$ cat src/rtl/core/jic_pkg.sv
// Shared types, constants and arithmetic helpers of the joystick input conditioner.
// Used by jic_ctrl, jic_dp and joystick_input_conditioner; depends on nothing.
package jic_pkg;

  localparam int FRAC_BITS = 14;
  localparam int ONE       = 1 << FRAC_BITS;
  // Fixed steering deadzone of 0.005, rounded to the fraction grid.
  localparam int SDZ       = (5 * ONE + 500) / 1000;

  localparam int DIV_W     = 29;  // divider numerator and quotient width
  localparam int SQ_W      = 29;  // square root radicand width

  localparam logic [3:0] IDX_INT_LO  = 4'd12;
  localparam logic [3:0] IDX_INT_HI  = 4'd14;
  localparam logic [3:0] IDX_FRAC_HI = 4'd11;

  typedef enum logic [2:0] {
    CFG_RATE   = 3'd0,
    CFG_SLEW   = 3'd1,
    CFG_EXP    = 3'd2,
    CFG_TH_DZ  = 3'd3,
    CFG_BR_DZ  = 3'd4
  } jic_cfg_e;

  typedef enum logic [2:0] {
    DV_SSTEP,
    DV_PSTEP,
    DV_DST,
    DV_DTH,
    DV_DBR
  } jic_div_e;

  typedef enum logic [4:0] {
    S_IDLE,
    S_SSTEP,
    S_SSTEP_W,
    S_PSTEP,
    S_PSTEP_W,
    S_SLEW,
    S_DST,
    S_DST_W,
    S_DTH,
    S_DTH_W,
    S_DBR,
    S_DBR_W,
    S_CINIT,
    S_MRP,
    S_SQP,
    S_SQRT,
    S_SQRT_W,
    S_MRS,
    S_OUT
  } jic_state_e;

  typedef struct packed {
    logic     load;
    logic     div_start;
    jic_div_e div_sel;
    logic     slew;
    logic     curve_init;
    logic     mul_rp;
    logic     sq_p;
    logic     sqrt_start;
    logic     mul_rs;
    logic [3:0] bit_idx;
    logic     out_load;
  } jic_cmd_t;

  typedef struct packed {
    logic div_busy;
    logic sqrt_busy;
  } jic_stat_t;

  // Fixed-point product of two values no larger than ONE, rounded half up.
  function automatic logic [14:0] qmul_f(logic [14:0] a, logic [14:0] b);
    logic [30:0] prod;
    prod = 31'(a) * 31'(b) + 31'(ONE / 2);
    return prod[FRAC_BITS +: 15];
  endfunction

  // Limits the move from prev to cur to at most step in either direction.
  function automatic logic signed [19:0] slew_f(logic signed [19:0] cur,
                                                logic signed [19:0] prev,
                                                logic signed [19:0] step);
    logic signed [19:0] d;
    logic signed [19:0] r;
    d = cur - prev;
    if (d > step) begin
      r = prev + step;
    end else if (d < -step) begin
      r = prev - step;
    end else begin
      r = cur;
    end
    return r;
  endfunction

endpackage

$ cat src/rtl/core/jic_dp.sv
// Datapath of the joystick input conditioner: registers, clamp, slew, divider,
// square root unit, multiplier and result registers. Depends on jic_pkg.
module jic_dp (
  input  logic                   clk_i,
  input  logic                   rst_ni,
  input  logic                   cfg_valid_i,
  input  logic [2:0]             cfg_index_i,
  input  logic [14:0]            cfg_data_i,
  input  logic signed [15:0]     steering_in_i,
  input  logic signed [15:0]     throttle_in_i,
  input  logic signed [15:0]     brake_in_i,
  input  logic signed [15:0]     speed_in_i,
  input  logic                   stamp_valid_i,
  input  jic_pkg::jic_cmd_t      cmd_i,
  output jic_pkg::jic_stat_t     stat_o,
  output logic signed [15:0]     steering_out_o,
  output logic [14:0]            throttle_out_o,
  output logic [14:0]            brake_out_o,
  output logic [14:0]            speed_out_o
);

  localparam logic signed [15:0] ONE_S = 16'(jic_pkg::ONE);
  localparam logic [14:0]        ONE_U = 15'(jic_pkg::ONE);
  localparam logic [15:0]        ONE_W = 16'(jic_pkg::ONE);
  localparam logic [14:0]        SDZ_U = 15'(jic_pkg::SDZ);

  // Configuration registers.
  logic [9:0]  rate_q;
  logic        slew_en_q;
  logic [14:0] exp_q;
  logic [14:0] tdz_q;
  logic [14:0] bdz_q;

  // Slew history.
  logic signed [15:0] prev_st_q;
  logic [14:0]        prev_th_q;
  logic [14:0]        prev_br_q;
  logic               prev_valid_q;

  // Working values of the current item.
  logic signed [15:0] st_q;
  logic [14:0] th_q, br_q, sp_q;
  logic        stamp_q;
  logic [17:0] sstep_q, pstep_q;
  logic [14:0] x_q, th_dz_q, br_dz_q;
  logic [14:0] r_q, p_q, s_q;

  // Divider.
  logic              dv_busy_q;
  logic [4:0]        dv_cnt_q;
  logic [28:0]       dv_quo_q;
  logic [15:0]       dv_rem_q;
  logic [14:0]       dv_den_q;
  jic_pkg::jic_div_e dv_sel_q;
  logic [28:0]       dv_num;
  logic [14:0]       dv_den;
  logic [15:0]       dv_shift;
  logic [16:0]       dv_trial;
  logic              dv_bit;
  logic [28:0]       dv_qfin;
  logic              dv_last;

  // Square root unit.
  logic        sq_busy_q;
  logic [28:0] sq_n_q, sq_res_q, sq_bit_q;
  logic [29:0] sq_sum;
  logic        sq_ge;
  logic [28:0] sq_n_nx, sq_res_nx;

  logic [9:0]  rate_eff;
  logic [14:0] a_st;
  logic [14:0] den_th, den_br;
  logic signed [15:0] st_clamp;
  logic [14:0] th_clamp, br_clamp;
  logic signed [19:0] st_lim, th_lim, br_lim;
  logic        slew_on;
  logic        exp_bit;

  assign rate_eff = (rate_q == 10'd0) ? 10'd1 : rate_q;
  assign a_st     = st_q[15] ? 15'(-st_q) : st_q[14:0];
  assign den_th   = 15'(ONE_W - {1'b0, tdz_q});
  assign den_br   = 15'(ONE_W - {1'b0, bdz_q});
  assign exp_bit  = exp_q[cmd_i.bit_idx];
  assign slew_on  = slew_en_q && prev_valid_q;

  always_comb begin
    if (steering_in_i > ONE_S) begin
      st_clamp = ONE_S;
    end else if (steering_in_i < -ONE_S) begin
      st_clamp = -ONE_S;
    end else begin
      st_clamp = steering_in_i;
    end
    if (throttle_in_i[15]) begin
      th_clamp = '0;
    end else if (throttle_in_i > ONE_S) begin
      th_clamp = ONE_U;
    end else begin
      th_clamp = throttle_in_i[14:0];
    end
    if (brake_in_i[15]) begin
      br_clamp = '0;
    end else if (brake_in_i > ONE_S) begin
      br_clamp = ONE_U;
    end else begin
      br_clamp = brake_in_i[14:0];
    end
  end

  assign st_lim = jic_pkg::slew_f(20'(st_q), 20'(prev_st_q), $signed({2'b00, sstep_q}));
  assign th_lim = jic_pkg::slew_f($signed({5'd0, th_q}), $signed({5'd0, prev_th_q}),
                                  $signed({2'b00, pstep_q}));
  assign br_lim = jic_pkg::slew_f($signed({5'd0, br_q}), $signed({5'd0, prev_br_q}),
                                  $signed({2'b00, pstep_q}));

  // Divider operand selection.
  always_comb begin
    dv_num = '0;
    dv_den = 15'd1;
    case (cmd_i.div_sel)
      jic_pkg::DV_SSTEP: begin
        dv_num = 29'(4 * jic_pkg::ONE) + 29'(rate_eff[9:1]);
        dv_den = 15'(rate_eff);
      end
      jic_pkg::DV_PSTEP: begin
        dv_num = 29'(8 * jic_pkg::ONE) + 29'(rate_eff[9:1]);
        dv_den = 15'(rate_eff);
      end
      jic_pkg::DV_DST: begin
        dv_den = ONE_U - SDZ_U;
        dv_num = (29'(a_st - SDZ_U) << jic_pkg::FRAC_BITS) + 29'(dv_den >> 1);
      end
      jic_pkg::DV_DTH: begin
        dv_den = den_th;
        dv_num = (29'(th_q - tdz_q) << jic_pkg::FRAC_BITS) + 29'(den_th >> 1);
      end
      jic_pkg::DV_DBR: begin
        dv_den = den_br;
        dv_num = (29'(br_q - bdz_q) << jic_pkg::FRAC_BITS) + 29'(den_br >> 1);
      end
      default: begin
        dv_num = '0;
        dv_den = 15'd1;
      end
    endcase
  end

  assign dv_shift = {dv_rem_q[14:0], dv_quo_q[28]};
  assign dv_trial = {1'b0, dv_shift} - {2'b00, dv_den_q};
  assign dv_bit   = !dv_trial[16];
  assign dv_qfin  = {dv_quo_q[27:0], dv_bit};
  assign dv_last  = dv_busy_q && (dv_cnt_q == 5'd1);

  assign sq_sum    = 30'(sq_res_q) + 30'(sq_bit_q);
  assign sq_ge     = {1'b0, sq_n_q} >= sq_sum;
  assign sq_n_nx   = sq_ge ? 29'(sq_n_q - sq_sum[28:0]) : sq_n_q;
  assign sq_res_nx = sq_ge ? 29'((sq_res_q >> 1) + sq_bit_q) : (sq_res_q >> 1);

  assign stat_o.div_busy  = dv_busy_q;
  assign stat_o.sqrt_busy = sq_busy_q;

  // Control and architectural state.
  always_ff @(posedge clk_i or negedge rst_ni) begin
    if (!rst_ni) begin
      rate_q       <= 10'd100;
      slew_en_q    <= 1'b0;
      exp_q        <= 15'd4096;
      tdz_q        <= '0;
      bdz_q        <= '0;
      prev_st_q    <= '0;
      prev_th_q    <= '0;
      prev_br_q    <= '0;
      prev_valid_q <= 1'b0;
      dv_busy_q    <= 1'b0;
      dv_cnt_q     <= '0;
      sq_busy_q    <= 1'b0;
    end else begin
      if (cfg_valid_i) begin
        case (cfg_index_i)
          jic_pkg::CFG_RATE:  rate_q    <= cfg_data_i[9:0];
          jic_pkg::CFG_SLEW:  slew_en_q <= cfg_data_i[0];
          jic_pkg::CFG_EXP:   exp_q     <= cfg_data_i;
          jic_pkg::CFG_TH_DZ: tdz_q     <= cfg_data_i;
          jic_pkg::CFG_BR_DZ: bdz_q     <= cfg_data_i;
          default: ;
        endcase
      end
      if (cmd_i.slew) begin
        prev_st_q    <= slew_on ? st_lim[15:0] : st_q;
        prev_th_q    <= slew_on ? th_lim[14:0] : th_q;
        prev_br_q    <= slew_on ? br_lim[14:0] : br_q;
        prev_valid_q <= stamp_q;
      end
      if (cmd_i.div_start) begin
        dv_busy_q <= 1'b1;
        dv_cnt_q  <= 5'(jic_pkg::DIV_W);
      end else if (dv_busy_q) begin
        dv_cnt_q <= dv_cnt_q - 5'd1;
        if (dv_last) begin
          dv_busy_q <= 1'b0;
        end
      end
      if (cmd_i.sqrt_start) begin
        sq_busy_q <= 1'b1;
      end else if (sq_busy_q && sq_bit_q[0]) begin
        sq_busy_q <= 1'b0;
      end
    end
  end

  // Payload registers.
  always_ff @(posedge clk_i) begin
    if (cmd_i.load) begin
      st_q    <= st_clamp;
      th_q    <= th_clamp;
      br_q    <= br_clamp;
      sp_q    <= speed_in_i[15] ? 15'd0 : speed_in_i[14:0];
      stamp_q <= stamp_valid_i;
    end
    if (cmd_i.slew && slew_on) begin
      st_q <= st_lim[15:0];
      th_q <= th_lim[14:0];
      br_q <= br_lim[14:0];
    end
    if (cmd_i.div_start) begin
      dv_quo_q <= dv_num;
      dv_rem_q <= '0;
      dv_den_q <= dv_den;
      dv_sel_q <= cmd_i.div_sel;
    end else if (dv_busy_q) begin
      dv_quo_q <= dv_qfin;
      dv_rem_q <= dv_bit ? dv_trial[15:0] : dv_shift;
    end
    if (dv_last) begin
      case (dv_sel_q)
        jic_pkg::DV_SSTEP: sstep_q <= dv_qfin[17:0];
        jic_pkg::DV_PSTEP: pstep_q <= dv_qfin[17:0];
        jic_pkg::DV_DST:   x_q <= (a_st < SDZ_U) ? 15'd0 : dv_qfin[14:0];
        jic_pkg::DV_DTH: begin
          if (tdz_q == 15'd0) begin
            th_dz_q <= th_q;
          end else if (tdz_q >= ONE_U || th_q < tdz_q) begin
            th_dz_q <= '0;
          end else begin
            th_dz_q <= dv_qfin[14:0];
          end
        end
        jic_pkg::DV_DBR: begin
          if (bdz_q == 15'd0) begin
            br_dz_q <= br_q;
          end else if (bdz_q >= ONE_U || br_q < bdz_q) begin
            br_dz_q <= '0;
          end else begin
            br_dz_q <= dv_qfin[14:0];
          end
        end
        default: ;
      endcase
    end
    if (cmd_i.sqrt_start) begin
      sq_n_q   <= {s_q, 14'd0};
      sq_res_q <= '0;
      sq_bit_q <= 29'(1) << (jic_pkg::SQ_W - 1);
    end else if (sq_busy_q) begin
      sq_n_q   <= sq_n_nx;
      sq_res_q <= sq_res_nx;
      sq_bit_q <= sq_bit_q >> 2;
      if (sq_bit_q[0]) begin
        s_q <= sq_res_nx[14:0];
      end
    end
    if (cmd_i.curve_init) begin
      r_q <= ONE_U;
      p_q <= x_q;
      s_q <= x_q;
    end
    if ((cmd_i.mul_rp && exp_bit)) begin
      r_q <= jic_pkg::qmul_f(r_q, p_q);
    end
    if (cmd_i.mul_rs && exp_bit) begin
      r_q <= jic_pkg::qmul_f(r_q, s_q);
    end
    if (cmd_i.sq_p) begin
      p_q <= jic_pkg::qmul_f(p_q, p_q);
    end
    if (cmd_i.out_load) begin
      if (x_q == 15'd0) begin
        steering_out_o <= '0;
      end else begin
        steering_out_o <= st_q[15] ? -$signed({1'b0, r_q}) : $signed({1'b0, r_q});
      end
      throttle_out_o <= th_dz_q;
      brake_out_o    <= br_dz_q;
      speed_out_o    <= sp_q;
    end
  end

  // The two iterative units are never started together.
  a_units_exclusive: assert property (@(posedge clk_i) disable iff (!rst_ni)
    !(dv_busy_q && sq_busy_q)) else $error("divider and square root busy together");

endmodule

$ cat src/rtl/core/jic_ctrl.sv
// Sequencer of the joystick input conditioner: handshakes and command sequence.
// Depends on jic_pkg; drives jic_dp through command and status structs.
module jic_ctrl (
  input  logic               clk_i,
  input  logic               rst_ni,
  input  logic               in_valid_i,
  output logic               in_ready_o,
  output logic               out_valid_o,
  input  logic               out_ready_i,
  input  jic_pkg::jic_stat_t stat_i,
  output jic_pkg::jic_cmd_t  cmd_o
);

  jic_pkg::jic_state_e state_q, state_d;
  logic [3:0] idx_q, idx_d;
  logic       out_valid_q, out_valid_d;

  assign out_valid_o = out_valid_q;

  always_ff @(posedge clk_i or negedge rst_ni) begin
    if (!rst_ni) begin
      state_q     <= jic_pkg::S_IDLE;
      idx_q       <= '0;
      out_valid_q <= 1'b0;
    end else begin
      state_q     <= state_d;
      idx_q       <= idx_d;
      out_valid_q <= out_valid_d;
    end
  end

  always_comb begin
    state_d       = state_q;
    idx_d         = idx_q;
    out_valid_d   = out_valid_q && !out_ready_i;
    in_ready_o    = 1'b0;
    cmd_o         = '0;
    cmd_o.bit_idx = idx_q;
    cmd_o.div_sel = jic_pkg::DV_SSTEP;
    unique case (state_q)
      jic_pkg::S_IDLE: begin
        in_ready_o = 1'b1;
        if (in_valid_i) begin
          cmd_o.load = 1'b1;
          state_d    = jic_pkg::S_SSTEP;
        end
      end
      jic_pkg::S_SSTEP: begin
        cmd_o.div_start = 1'b1;
        state_d         = jic_pkg::S_SSTEP_W;
      end
      jic_pkg::S_SSTEP_W: if (!stat_i.div_busy) state_d = jic_pkg::S_PSTEP;
      jic_pkg::S_PSTEP: begin
        cmd_o.div_start = 1'b1;
        cmd_o.div_sel   = jic_pkg::DV_PSTEP;
        state_d         = jic_pkg::S_PSTEP_W;
      end
      jic_pkg::S_PSTEP_W: if (!stat_i.div_busy) state_d = jic_pkg::S_SLEW;
      jic_pkg::S_SLEW: begin
        cmd_o.slew = 1'b1;
        state_d    = jic_pkg::S_DST;
      end
      jic_pkg::S_DST: begin
        cmd_o.div_start = 1'b1;
        cmd_o.div_sel   = jic_pkg::DV_DST;
        state_d         = jic_pkg::S_DST_W;
      end
      jic_pkg::S_DST_W: if (!stat_i.div_busy) state_d = jic_pkg::S_DTH;
      jic_pkg::S_DTH: begin
        cmd_o.div_start = 1'b1;
        cmd_o.div_sel   = jic_pkg::DV_DTH;
        state_d         = jic_pkg::S_DTH_W;
      end
      jic_pkg::S_DTH_W: if (!stat_i.div_busy) state_d = jic_pkg::S_DBR;
      jic_pkg::S_DBR: begin
        cmd_o.div_start = 1'b1;
        cmd_o.div_sel   = jic_pkg::DV_DBR;
        state_d         = jic_pkg::S_DBR_W;
      end
      jic_pkg::S_DBR_W: if (!stat_i.div_busy) state_d = jic_pkg::S_CINIT;
      jic_pkg::S_CINIT: begin
        cmd_o.curve_init = 1'b1;
        idx_d            = jic_pkg::IDX_INT_LO;
        state_d          = jic_pkg::S_MRP;
      end
      jic_pkg::S_MRP: begin
        cmd_o.mul_rp = 1'b1;
        state_d      = jic_pkg::S_SQP;
      end
      jic_pkg::S_SQP: begin
        cmd_o.sq_p = 1'b1;
        if (idx_q == jic_pkg::IDX_INT_HI) begin
          idx_d   = jic_pkg::IDX_FRAC_HI;
          state_d = jic_pkg::S_SQRT;
        end else begin
          idx_d   = idx_q + 4'd1;
          state_d = jic_pkg::S_MRP;
        end
      end
      jic_pkg::S_SQRT: begin
        cmd_o.sqrt_start = 1'b1;
        state_d          = jic_pkg::S_SQRT_W;
      end
      jic_pkg::S_SQRT_W: if (!stat_i.sqrt_busy) state_d = jic_pkg::S_MRS;
      jic_pkg::S_MRS: begin
        cmd_o.mul_rs = 1'b1;
        if (idx_q == 4'd0) begin
          state_d = jic_pkg::S_OUT;
        end else begin
          idx_d   = idx_q - 4'd1;
          state_d = jic_pkg::S_SQRT;
        end
      end
      jic_pkg::S_OUT: begin
        if (!out_valid_q || out_ready_i) begin
          cmd_o.out_load = 1'b1;
          out_valid_d    = 1'b1;
          state_d        = jic_pkg::S_IDLE;
        end
      end
      default: state_d = jic_pkg::S_IDLE;
    endcase
  end

  a_div_start_free: assert property (@(posedge clk_i) disable iff (!rst_ni)
    cmd_o.div_start |-> !stat_i.div_busy) else $error("divider started while busy");

  a_sqrt_start_free: assert property (@(posedge clk_i) disable iff (!rst_ni)
    cmd_o.sqrt_start |-> !stat_i.sqrt_busy) else $error("square root started while busy");

  a_accept_starts: assert property (@(posedge clk_i) disable iff (!rst_ni)
    (in_valid_i && in_ready_o) |=> (state_q == jic_pkg::S_SSTEP))
    else $error("accepted transfer did not start the sequence");

  a_load_shows: assert property (@(posedge clk_i) disable iff (!rst_ni)
    cmd_o.out_load |=> out_valid_o) else $error("result loaded but not presented");

endmodule

$ cat src/rtl/core/joystick_input_conditioner.sv
// Top level of the joystick input conditioner: handshake ports and wiring.
// Depends on jic_pkg, jic_ctrl and jic_dp.
//
// Usage: one operator sample is a transfer on the input channel (in_valid_i,
// in_ready_o) carrying steering, throttle, brake, target speed and the
// timestamp-valid flag. Each sample yields exactly one result transfer on the
// output channel (out_valid_o, out_ready_i). Configuration registers are
// written through the cfg channel by index (0 rate, 1 slew enable, 2 curve
// exponent, 3 throttle deadzone, 4 brake deadzone); cfg_ready_o is always
// high and writes are meant for times when no sample is in flight.
// Sequencing: no new sample is taken before the previous result has been
// loaded into the output register; the block then returns to idle and takes
// the next sample on the following cycle. The work per sample is set by the
// shared restoring divider (five divisions: two slew steps and three deadzone
// rescales) and the shared square root unit (twelve roots, each followed by
// one multiply, for the fractional exponent).
// Reset clears the slew history, so the first sample passes unlimited, and
// loads the register defaults. When the receiver stalls, the result waits in
// the output register while the next sample is already processed; only its
// final load waits until the output register has been emptied.
module joystick_input_conditioner (
  input  logic               clk_i,
  input  logic               rst_ni,
  input  logic               cfg_valid_i,
  output logic               cfg_ready_o,
  input  logic [2:0]         cfg_index_i,
  input  logic [14:0]        cfg_data_i,
  input  logic               in_valid_i,
  output logic               in_ready_o,
  input  logic signed [15:0] steering_in_i,
  input  logic signed [15:0] throttle_in_i,
  input  logic signed [15:0] brake_in_i,
  input  logic signed [15:0] speed_in_i,
  input  logic               stamp_valid_i,
  output logic               out_valid_o,
  input  logic               out_ready_i,
  output logic signed [15:0] steering_out_o,
  output logic [14:0]        throttle_out_o,
  output logic [14:0]        brake_out_o,
  output logic [14:0]        speed_out_o
);

  jic_pkg::jic_cmd_t  cmd;
  jic_pkg::jic_stat_t stat;

  // Registers accept a write on every cycle.
  assign cfg_ready_o = 1'b1;

  jic_ctrl u_ctrl (
    .clk_i       (clk_i),
    .rst_ni      (rst_ni),
    .in_valid_i  (in_valid_i),
    .in_ready_o  (in_ready_o),
    .out_valid_o (out_valid_o),
    .out_ready_i (out_ready_i),
    .stat_i      (stat),
    .cmd_o       (cmd)
  );

  jic_dp u_dp (
    .clk_i          (clk_i),
    .rst_ni         (rst_ni),
    .cfg_valid_i    (cfg_valid_i),
    .cfg_index_i    (cfg_index_i),
    .cfg_data_i     (cfg_data_i),
    .steering_in_i  (steering_in_i),
    .throttle_in_i  (throttle_in_i),
    .brake_in_i     (brake_in_i),
    .speed_in_i     (speed_in_i),
    .stamp_valid_i  (stamp_valid_i),
    .cmd_i          (cmd),
    .stat_o         (stat),
    .steering_out_o (steering_out_o),
    .throttle_out_o (throttle_out_o),
    .brake_out_o    (brake_out_o),
    .speed_out_o    (speed_out_o)
  );

endmodule
$ cat config.mk
export PLATFORM = sky130hd
export DESIGN_NAME = joystick_input_conditioner
export DESIGN_NICKNAME = d
export VERILOG_FILES = /design/src/rtl/core/jic_pkg.sv /design/src/rtl/core/jic_dp.sv /design/src/rtl/core/jic_ctrl.sv /design/src/rtl/core/joystick_input_conditioner.sv
export SDC_FILE = /design/constraint.sdc
export NUM_CORES = 2
export LEC_CHECK = 0
export ABC_AREA = 1
export ABC_CLOCK_PERIOD_IN_PS = 7750
export BUFFER_PORTS_ARGS = -buffer_cell sky130_fd_sc_hd__buf_4
export CORE_MARGIN = 5
export CORE_UTILIZATION = 57
export DETAILED_ROUTE_END_ITERATION = 10
export HOLD_SLACK_MARGIN = 0.02
export PLACE_DENSITY = 0.82
export SLEW_MARGIN = 30
export SYNTH_ARGS = -nofsm -noshare
export SYNTH_HDL_FRONTEND = slang
export SYNTH_SLANG_ARGS = --single-unit
$ cat constraint.sdc
create_clock -name clk_i -period 7.75 [get_ports clk_i]
set_input_delay 0 -clock clk_i [delete_from_list [all_inputs] [get_ports clk_i]]
set_output_delay 0 -clock clk_i [all_outputs]
set_load 0.05 [all_outputs]
==> metrics.txt <==
# TYPE chip_impl_metric gauge
chip_impl_info{name="outcome",value="complete, no violations"} 1
chip_impl_metric{name="timing.critical_path.buf_inv",unit=""} 7
chip_impl_metric{name="leakagePower",unit="nW"} 35.9
chip_impl_metric{name="numCtsBuffers",unit=""} 59
chip_impl_metric{name="synthesis.instances",unit=""} 8442
chip_impl_metric{name="ys_ff_latch",unit=""} 504
chip_impl_info{name="path_delay_family",value="adder cells"} 1
chip_impl_metric{name="power.density_cell_area",unit="nW/um^2"} 96.2
chip_impl_metric{name="synthesis.area",unit="sq um"} 62400
chip_impl_metric{name="grt-ovfl-total",unit=""} 0
chip_impl_metric{name="htree_num_levels",unit=""} 2
chip_impl_metric{name="worst_hold_path.num_cells",unit=""} 4
chip_impl_metric{name="fillers",unit=""} 9249
chip_impl_metric{name="vias_per_cell",unit=""} 5.86
chip_impl_metric{name="finClkSkew",unit="ns"} 0.0413
chip_impl_metric{name="grt_usage",unit=""} 0.341
chip_impl_metric{name="critPathArrivalTime",unit="ns"} 7.04
chip_impl_metric{name="post_drt_wl_per_cell",unit="um"} 20.1
chip_impl_info{name="tritoncts_clock_tree",value="done"} 1
chip_impl_metric{name="fraction_of_post_synthesis_cell_area_in_the_top_cell_type_by_area",unit=""} 0.156
chip_impl_info{name="critical_path_type",value="reg -> reg"} 1
chip_impl_metric{name="drcViolationCount",unit=""} 0
chip_impl_metric{name="postSynth.asyncResetShare",unit=""} 0.238
chip_impl_metric{name="clk_path_buf_depth",unit=""} 3
chip_impl_metric{name="core",unit="sq um"} 109000
chip_impl_info{name="timing.critical_path.to",value="u_dp.r_q[7]"} 1
chip_impl_metric{name="timing.critical_path.depth",unit=""} 23
chip_impl_metric{name="cts_repair_resize_count",unit=""} 0
chip_impl_metric{name="fp.dieW",unit="um"} 341
chip_impl_metric{name="core.rowCount",unit=""} 121
chip_impl_metric{name="finalSetupTns",unit="ns"} 0
chip_impl_metric{name="synth.yosys.seq_area_share",unit=""} 0.221
chip_impl_metric{name="grt_max_degree",unit=""} 74
chip_impl_info{name="cts_root_buf",value="sky130_fd_sc_hd__clkbuf_16"} 1
chip_impl_metric{name="critPathRequiredTime",unit="ns"} 8.28
chip_impl_info{name="timing.critical_path.cells",value="buf_4 -> nand2_1 -> fa_1 -> fa_1 -> inv_1 -> fa_1 -> inv_1 -> fa_1 -> inv_1 -> fa_1 -> inv_1 -> fa_1 -> inv_1 -> ha_1 -> nand2_1 -> nor2_1 -> inv_1 -> nor4_1 -> nand3_1 -> nand3_1 -> xor2_1 -> nand2_1 -> o21ai_1"} 1
chip_impl_metric{name="initialDrtViolationCount",unit=""} 6414
chip_impl_metric{name="ys_types",unit=""} 67
chip_impl_metric{name="fin_hold_ws",unit="ns"} 0.0265
chip_impl_metric{name="timing_max_transition_violations_final",unit=""} 0
chip_impl_info{name="synth.top_cells.by_count",value="2185 x sky130_fd_sc_hd__nand2_1, 1594 x sky130_fd_sc_hd__inv_1, 650 x sky130_fd_sc_hd__ha_1"} 1
chip_impl_metric{name="die_area",unit="sq um"} 116000
chip_impl_metric{name="met3_length",unit="um"} 21000
chip_impl_info{name="rsz0062_at_grt",value="no"} 1
chip_impl_info{name="critical_path_sink_type",value="flop"} 1
chip_impl_metric{name="post_route_cells_drive_above_1_share",unit=""} 0.0536
chip_impl_metric{name="sinks_on_the_clock_net",unit=""} 504
chip_impl_metric{name="drt_pre_antenna_iters",unit=""} 6
chip_impl_metric{name="synth_edf_count",unit=""} 311
chip_impl_metric{name="number_of_antenna_violations_at_the_first_check_in_global_routing",unit=""} 3
chip_impl_metric{name="highest_net_fanout_along_the_worst_path",unit=""} 20
chip_impl_metric{name="design.portCount",unit=""} 152
chip_impl_metric{name="vdd_ir_drop_max",unit="mV"} 0.193
chip_impl_metric{name="max_stage_delay",unit="ns"} 1.02
chip_impl_metric{name="detailedPlacementHpwl",unit="um"} 155000
chip_impl_metric{name="detailroute.via_count",unit=""} 58900
chip_impl_info{name="synth.area.top_cells",value="sky130_fd_sc_hd__fa_1 16%, sky130_fd_sc_hd__edfxtp_1 15%, sky130_fd_sc_hd__nand2_1 13%"} 1
chip_impl_metric{name="io_buffer_count",unit=""} 150
chip_impl_metric{name="design.final.nets",unit=""} 9805
chip_impl_metric{name="finalWorstPathRequiredPeriod",unit="ns"} 6.50
chip_impl_metric{name="place.gp.congestion",unit=""} 1.02
chip_impl_metric{name="detailedPlace.worstSlack",unit="ns"} 1.33
chip_impl_metric{name="die_extent_in_y",unit="um"} 341
chip_impl_metric{name="rrSetupSlack",unit="ns"} 1.25
chip_impl_info{name="synth_top_cell_by_area",value="sky130_fd_sc_hd__fa_1"} 1
chip_impl_info{name="worstHoldStart",value="cfg_index_i[1]"} 1
chip_impl_info{name="crit-reg2reg-capture",value="u_dp.r_q[7]"} 1
chip_impl_metric{name="route.antenna.remaining_nets",unit=""} 0
chip_impl_metric{name="syn_nets",unit=""} 9665
chip_impl_metric{name="tightestPinTransition",unit="ns"} 1.03
chip_impl_info{name="crit-reg2reg-launch",value="u_dp.r_q[8]"} 1
chip_impl_metric{name="timing.slew.headroom",unit=""} 0.314
chip_impl_metric{name="first_global_vias",unit=""} 58100
chip_impl_metric{name="post_synth.cell_area_avg",unit="sq um"} 7.39
chip_impl_metric{name="met1_length",unit="um"} 80500
chip_impl_metric{name="clock_insertion_delay_worst_skew",unit="ns"} 0.69
chip_impl_metric{name="met2_wirelength",unit="um"} 89800
chip_impl_metric{name="worst-r2r-cell-count",unit=""} 23
chip_impl_info{name="cpMaxStageDelayCell",value="sky130_fd_sc_hd__edfxtp_1"} 1
chip_impl_metric{name="yosys_warning_count",unit=""} 0
chip_impl_metric{name="drt-total-wl",unit="um"} 202000
chip_impl_metric{name="area.growth.synth_to_final",unit="%"} 9.44
chip_impl_metric{name="maxCapViolCount",unit=""} 0
chip_impl_metric{name="highest_attainable_clock_frequency",unit="MHz"} 154
chip_impl_info{name="yosys.cell_count.top_type",value="sky130_fd_sc_hd__nand2_1"} 1
chip_impl_info{name="yosys_most_used_dff",value="sky130_fd_sc_hd__edfxtp_1"} 1
chip_impl_metric{name="worst_slack",unit="ns"} 1.25
chip_impl_metric{name="setup-violations-final",unit=""} 0
chip_impl_info{name="worstSetupStartpointType",value="flop"} 1
chip_impl_metric{name="grt_pass1_wl",unit="um"} 316000
chip_impl_info{name="highest-signal-layer",value="met4"} 1
chip_impl_metric{name="cts.reportedPaths.clkPinSlew",unit="ns"} 0.07
chip_impl_metric{name="floorplan.initialDensity",unit=""} 0.573
chip_impl_metric{name="finalHoldViolations",unit=""} 0
chip_impl_info{name="holdCritPathClass",value="in -> reg"} 1
chip_impl_info{name="timing.critical_path.from",value="u_dp.r_q[8]"} 1
chip_impl_metric{name="final_min_period_over_clock_period",unit=""} 0.839
[metal layers]
metal,global-route usage,vias up
met4,0.147,0
met1,0.457,27900
met5,0,-
met2,0.542,3171
met3,0.0654,667
li1,-,27200
[area by class of cell]
cell class	count	area, sq um	share of cell area
Sequential cell	504	13800	0.202
Tap cell	1414	1770	0.0259
Clock inverter	34	405	0.00594
Multi-Input combinational cell	6052	41400	0.607
Timing Repair Buffer	349	3050	0.0447
Inverter	1616	6070	0.0890
Clock buffer	78	1720	0.0251
Antenna cell	3	7.51	0.000110
[registers in the layout, summed over array words and instances (netlist names), 16 cells and up]
register and cells:
u_dp.steering_out_o 16, u_dp.sq_res_q 29, u_dp.prev_st_q 16, u_dp.sstep_q 18, u_dp.st_q 16, u_dp.dv_quo_q 29
u_dp.pstep_q 18, u_dp.sq_n_q 29
[per-stage QoR]
step	cell area, sq um	power [mW]	cells	util
final	68300	6.57	10100	0.627
after global routing	68300	6.75	10000	0.627
after CTS	68200	6.56	10000	0.627
after floorplan	62400	3.30	8442	-
after detailed placement	64700	3.49	9800	0.595
after global placement	64600	3.48	9794	0.594
[logic make-up after synthesis]
group	after synthesis	synth area share
XOR/XNOR	236	0.0331
other	1	0.0000601
adder cells (fa/ha/maj)	1135	0.286
flip-flops	504	0.221
buffers and inverters	1886	0.116
AND/OR/NAND/NOR	3601	0.246
AO/OA/AOI/OAI	1079	0.0976
[worst min-delay path: stages]
cell and delay, ns:
sky130_fd_sc_hd__buf_4 0.10, sky130_fd_sc_hd__nor2_1 0.07, sky130_fd_sc_hd__nand3_2 0.37, sky130_fd_sc_hd__o21ai_0 0.13
[placed cells by master, fill, tap and decap left out, types with 115 or more instances in the layout]
master,n
sky130_fd_sc_hd__nor2_1,458
sky130_fd_sc_hd__o21ai_0,347
sky130_fd_sc_hd__buf_4,204
sky130_fd_sc_hd__edfxtp_1,311
sky130_fd_sc_hd__dlygate4sd3_1,132
sky130_fd_sc_hd__xor2_1,177
sky130_fd_sc_hd__inv_1,1594
sky130_fd_sc_hd__dfrtp_1,115
sky130_fd_sc_hd__a21oi_1,427
sky130_fd_sc_hd__nand4_1,157
sky130_fd_sc_hd__fa_1,485
sky130_fd_sc_hd__nand2_1,2185
sky130_fd_sc_hd__nand3_1,525
sky130_fd_sc_hd__ha_1,650
[timing repair]
| action | 4_1_cts | 5_1_grt |
|---|---|---|
| hold buffers | 132 | 1 |
| hold endpoints to repair | 187 | 1 |
| setup buffers | 0 | 0 |
[power breakdown]
group	total, mW	internal (mW)	switching (mW)
sequential	2.96	2.89	0.0659
combinational	0.566	0.207	0.359
clock	3.05	1.72	1.33
[how the worst min path moves through the flow]
stage / end / slack, ns
final: u_dp.bdz_q[11] / 0.03
after global routing: u_dp.tdz_q[2] / 0.07
after CTS: u_dp.th_q[10] / 0.03
after detailed placement: u_dp.prev_br_q[1] / 0.01
after global placement: u_dp.prev_br_q[0] / 0.007
after floorplan: u_ctrl.idx_q[0] / -0.30
(Power assumes the default switching activity.)
